$ cat config.mk
export PLATFORM = sky130hd
export DESIGN_NAME = sot_ctrl
export DESIGN_NICKNAME = d
export VERILOG_FILES = /design/src/sv/sector_overlay_table_top_assert.svh /design/src/sv/sot_pkg.sv /design/src/sv/sot_ctrl.sv
export SDC_FILE = /design/constraint.sdc
export NUM_CORES = 1
export LEC_CHECK = 0
export ABC_AREA = 0
export BUFFER_PORTS_ARGS = -buffer_cell sky130_fd_sc_hd__buf_2
export CAP_MARGIN = 20
export CELL_PAD_IN_SITES_DETAIL_PLACEMENT = 0
export CELL_PAD_IN_SITES_GLOBAL_PLACEMENT = 1
export CORE_AREA = 2 2 39 41
export CTS_CLUSTER_SIZE = 10
export DETAILED_ROUTE_END_ITERATION = 10
export DIE_AREA = 0 0 41 43
export PLACE_DENSITY = 0.44
export SYNTH_ARGS = -nofsm -noshare
export SYNTH_HDL_FRONTEND = slang
export SYNTH_SLANG_ARGS = --single-unit
$ cat constraint.sdc
create_clock -name clk -period 1.4 [get_ports clk]
set_clock_uncertainty 0.2 [all_clocks]
set_input_delay 0.14 -clock clk [delete_from_list [all_inputs] [get_ports clk]]
set_output_delay 0.14 -clock clk [all_outputs]
set_load 0.01 [all_outputs]
$ cat src/sv/sector_overlay_table_top_assert.svh
// assertion macros for the sector overlay table top level
`ifndef SECTOR_OVERLAY_TABLE_TOP_ASSERT_SVH
`define SECTOR_OVERLAY_TABLE_TOP_ASSERT_SVH

// same-cycle implication, sampled on clk, idle while rst_n is low
`define SOT_ASSERT_NOW(lbl, ante, cons, msg) \
  lbl: assert property (@(posedge clk) disable iff (!rst_n) (ante) |-> (cons)) \
    else $error(msg);

// next-cycle implication, sampled on clk, idle while rst_n is low
`define SOT_ASSERT_NEXT(lbl, ante, cons, msg) \
  lbl: assert property (@(posedge clk) disable iff (!rst_n) (ante) |=> (cons)) \
    else $error(msg);

`endif

$ cat src/sv/sot_pkg.sv
// shared types and constants for the sector overlay table
`default_nettype none

package sot_pkg;

  localparam int TABLE_ENTRIES    = 64;
  localparam int WORDS_PER_SECTOR = 64;

  localparam int ENTRY_W = (TABLE_ENTRIES > 1) ? $clog2(TABLE_ENTRIES) : 1;
  localparam int WORD_W  = (WORDS_PER_SECTOR > 1) ? $clog2(WORDS_PER_SECTOR) : 1;
  localparam int ADDR_W  = ENTRY_W + WORD_W;
  localparam int USED_W  = $clog2(TABLE_ENTRIES + 1);

  // field widths
  localparam int SECTOR_W = 32;
  localparam int WIDX_W   = 6;
  localparam int DATA_W   = 64;
  localparam int STATUS_W = 2;
  localparam int COUNT_W  = 7;

  localparam int IN_TDATA_W  = 104;
  localparam int OUT_TDATA_W = 80;

  typedef enum logic [STATUS_W-1:0] {
    ST_OK       = 2'd0,
    ST_MISS     = 2'd1,
    ST_FULL     = 2'd2,
    ST_NOT_ZERO = 2'd3
  } status_t;

  // controller to datapath
  typedef struct packed {
    logic capture;   // latch input beat and register tag matches
    logic single;    // commit write effects and push one result beat
    logic stream;    // read one sector word and push it
  } sot_cmd_t;

  // datapath to controller
  typedef struct packed {
    logic advance;   // result pipe can take a beat this cycle
    logic is_read;
    logic hit;
    logic last_word;
  } sot_sts_t;

endpackage

`default_nettype wire

$ cat src/sv/sot_ctrl.sv
// controller state machine for the sector overlay table
`default_nettype none

module sot_ctrl (
  input  wire logic             clk,
  input  wire logic             rst_n,
  input  wire logic             in_tvalid,
  output logic                  in_tready,
  input  wire sot_pkg::sot_sts_t sts,
  output sot_pkg::sot_cmd_t     cmd
);

  typedef enum logic [2:0] {
    S_IDLE   = 3'b001,
    S_DECIDE = 3'b010,
    S_STREAM = 3'b100
  } state_t;

  state_t state_r, state_nxt;

  always_ff @(posedge clk) begin
    if (!rst_n) begin
      state_r <= S_IDLE;
    end else begin
      state_r <= state_nxt;
    end
  end

  always_comb begin
    state_nxt   = state_r;
    cmd         = '0;
    in_tready   = 1'b0;
    unique case (state_r)
      S_IDLE: begin
        // no beat is taken while reset is held
        in_tready = rst_n;
        if (in_tvalid && rst_n) begin
          cmd.capture = 1'b1;
          state_nxt   = S_DECIDE;
        end
      end
      S_DECIDE: begin
        if (sts.advance) begin
          if (sts.is_read && sts.hit) begin
            state_nxt = S_STREAM;
          end else begin
            cmd.single = 1'b1;
            state_nxt  = S_IDLE;
          end
        end
      end
      S_STREAM: begin
        if (sts.advance) begin
          cmd.stream = 1'b1;
          if (sts.last_word) begin
            state_nxt = S_IDLE;
          end
        end
      end
      default: begin
        state_nxt = S_IDLE;
      end
    endcase
  end

endmodule

`default_nettype wire

; ---- Word level (Yosys, flattened, before mapping)
; Index checks and enable logic that the tools add are counted.
[totals]
ff_bits = 3
latch_bits = 0
ram_bits = 0
romBits = 0
in_bits = 7
out_inout_bits = 4
n_memories = 0
[classes]
n_addsub = 0
n_mul = 0
div = 0
magnitude_cmp = 0
n_eq_ne = 7
shift = 0
mux = 14
bitwise = 0
reduce_logical = 3
[ops]
columns = operator, count
row1 = two-way mux 3 bit, 5
row2 = case mux 3 bit (3 select lines), 1
row3 = two-way mux 1 bit, 8
row4 = inequality test 2 bit (second input constant), 4
row5 = AND reduction 4 bit, 1
row6 = == test 3 x 1 -> 1 bit (second input constant), 1
row7 = == test 3 x 2 -> 1 bit (second input constant), 1
row8 = == test 3 bit (second input constant), 1
row9 = logical AND 1 bit, 2

; ---- Longest topological paths before layout
[logic_depth]
ltp_word = 4
ltp_mapped = 3
mapped_depth_nobuf = 3

; ---- Least setup slack after synthesis
; Ideal clock, no wire load.
[synth_path]
path_type = reg2out
startpoint = register state_r[0]
endpoint = output cmd[2] (netlist bit)
arrival_time_ps = 1014
setup_slack_ps = 46
path_stages_with_launch = 4
path_buffers = 0
path_cell_list = dfxtp_1 -> inv_2 -> nor4b_2 -> and2_1
[synth_rtl]
columns = element, line_no
row1 = "start, declared", sot_ctrl.sv:19  ; state_t state_r, state_nxt;
row2 = "start signal, assigned", sot_ctrl.sv:25  ; state_r <= state_nxt;
row3 = "end, declared", sot_ctrl.sv:10  ; output sot_pkg::sot_cmd_t cmd

==> impl_results.md <==
* Outcome: finished with violations
* Failing checks: negative setup slack
* Vias at 233
* Met3 WL at 27 microns
* Largest net degree at the start of global routing at 6
* Synth unique cells at 17
* Syn Nets at 30
* Cell Chain, Critical Path: or2b_1 -> nor3b_2 -> buf_2
* Hold Path Class: input pin to register
* Dpl cells at 49
* Finished Layout Cells at 57
* Global-route wire length before repair at 828 microns
* Inserted Diodes at 0
* Root buffer cell: clkbuf_4
* Critical path class: register to output port
* Initial antenna violation count at 0
* WL/cell at 9.91 microns
* Max layer used: met3
* # H-tree levels at 1
* GRT overflow at 0
* Initial DRC count at 2
* Top flop regs: state_r: 3 flops
* #FFs+latches synth at 3
* Area grow syn2layout at 81.4%
* Drc violations at 0
* Initial Util at 14.1%
* Share of the synthesized area in the top cell type at 30.8%
* Synth area leaders: dfxtp_1 (31%), nor3b_1 (7.7%), nor4b_2 (7.7%)
* Router iterations before antenna repair at 2
* RSZ-0062 raised after global routing: yes
* Final setup viols at 3
* Slew Limit Headroom at 84.5%
* Final Max Slew Viols at 0
* Setup ws final at -0.0906 ns
* Max-cap violations at 0
* Num CTS Buffers at 3
* Critical Path Fanout Max at 5
* Cell Area, Placed at 265 sq um
* CP Capture Type: output port
* Arr. time, crit path at 1.15 ns
* CTS tree: yes
* DIE AREA at 0.00176 sq mm
* Vias in the first global route at 229
* Final ANT Viol Nets at 0
* Static leakage at 0.000173 uW
* M1 WL at 191 microns
* # IOs at 11
* Nets at 49
* Final hold violation count at 0
* Required time of the critical path at 1.06 ns
* Worst-path clk slew at 0.03 ns
* Gpl congestion at 0.683
* Clock sink count at 3
* DR WL met2 at 346 microns
* PwrDens at 902 mW/mm^2
* Final period util at 106%
* IO buf count at 10
* Maximum vdd drop at 0.000350 V
* Post-DP HPWL at 383 microns
* Largest Register: state_r
* Bufs on Longest Clock Path at 2
* Synth warn at 0
* Die H at 43 microns
* Reg2reg setup slack at 0.08 ns
* Pwr Total at 319 uW
* Vias per cell at 4.09
* Largest area contributor in the netlist: dfxtp_1
* Post-synthesis cell area at 195 sq um
* Clock latency on the worst-skew pair at 0.23 ns
* Period minus WS final at 1.49 ns
* Core area at 0.00138 sq mm
* Layout cell share with drive strength beyond 1 at 63.4%
* Row cnt at 14
* Routed WL at 565 microns
* Max reg flops at 3
* Fillers at 168
* Mapped Cells at 23
* Finished Cell Area at 354 sq um
* Worst-margin pin slew at 0.229 ns
* Avg Cell Area, Syn at 8.49 sq um
* Total track usage at 7.11%
* Register area share after synthesis at 30.8%
* Startpoint types: register
* Slowest cell delay on critical path at 0.37 ns
* Achievable Freq at 671 MHz
* CP max stage cell: dfxtp_4
* DIE WIDTH at 41 microns
through the flow:
stage | setup slack, ns | utilization, % | setup TNS [ns] | hold WS, ns
floorplan | 0.0459 | - | 0 | 0.0184
global placement | 0.0652 | 19.2 | 0 | 0.177
detailed placement | 0.0203 | 19.2 | 0 | 0.169
CTS | -0.0927 | 24.1 | -0.210 | 0.0605
global route | -0.166 | 25.6 | -0.373 | 0.105
finish | -0.0906 | 25.6 | -0.175 | 0.0632
cell type report:
| type | count | area, sq um | share of cell area, % |
|---|---|---|---|
| multi-input combinational | 18 | 151 | 42.8 |
| timing repair buffer | 14 | 82.6 | 23.3 |
| sequential | 3 | 66.3 | 18.7 |
| clock buffer | 4 | 26.3 | 7.42 |
| tap | 16 | 20.0 | 5.65 |
| inverter | 2 | 7.51 | 2.12 |
metal layers:
metal | global-route usage (%) | vias to the layer above
met5 | 0 | -
met4 | 4.00 | 0
met3 | 4.71 | 0
met2 | 11.3 | 4
met1 | 6.39 | 111
li1 | - | 118
what timing repair did:
item,4_1_cts,5_1_grt
pin swaps,2,2
endpoints found under the hold margin,3,0
hold buffers,1,0
endpoints found under the setup margin,3,4
gates resized for setup,4,4
setup buffers,3,0
cell families after synthesis:
kind of cell	Yosys count	share of synthesized area [%]
AO/OA/AOI/OAI	6	20.5
flip-flops	3	30.8
AND/OR/NAND/NOR	12	44.9
buffers and inverters	2	3.84
Yosys cell counts:
| cell type | n |
|---|---|
| inv_1 | 1 |
| nor2_1 | 1 |
| inv_2 | 1 |
| dfxtp_1 | 3 |
| a31oi_1 | 1 |
| a21oi_1 | 2 |
| o211a_1 | 1 |
| nor3_2 | 1 |
| nor4b_2 | 1 |
| o311ai_1 | 1 |
| and2_1 | 1 |
| nor3b_1 | 2 |
| nand2b_1 | 2 |
| o21ai_0 | 1 |
| or2b_1 | 1 |
| and3b_2 | 1 |
| nand2_1 | 2 |
cell usage in the layout, fill, tap and decap left out, drive strengths merged:
cell,instances
a31oi,1
nor3b,2
o21ai,1
and2,1
nor4b,1
inv,2
dfxtp,3
buf,13
nor3,1
a21oi,2
o311ai,1
dlygate4sd3,1
nand2b,2
and3b,1
nand2,2
or2b,1
o211a,1
clkbuf,4
nor2,1
worst max-delay path: cells and delay by family, from the launching register on:
family / cells / cell delay, ns
DFF: 1 / 0.37
buffers and inverters: 1 / 0.14
and+or+nand+nor: 2 / 0.41
path summary, 6_finish.rpt:
kind	startpoint	to	cells after the start
worst min register to register	state_r[2]	state_r[1]	1
worst max register to register	state_r[1]	state_r[0]	4
worst max-delay path	state_r[1]	cmd[1]	3
worst min-delay path	in_tvalid	state_r[0]	4
power breakdown:
part / internal [uW] / switching, uW / total (uW)
logic: 40.4 / 30.6 / 71.1
registers: 91.7 / 5.97 / 97.6
clock network: 107 / 43.8 / 151
Power figures use the tool's default switching activity.
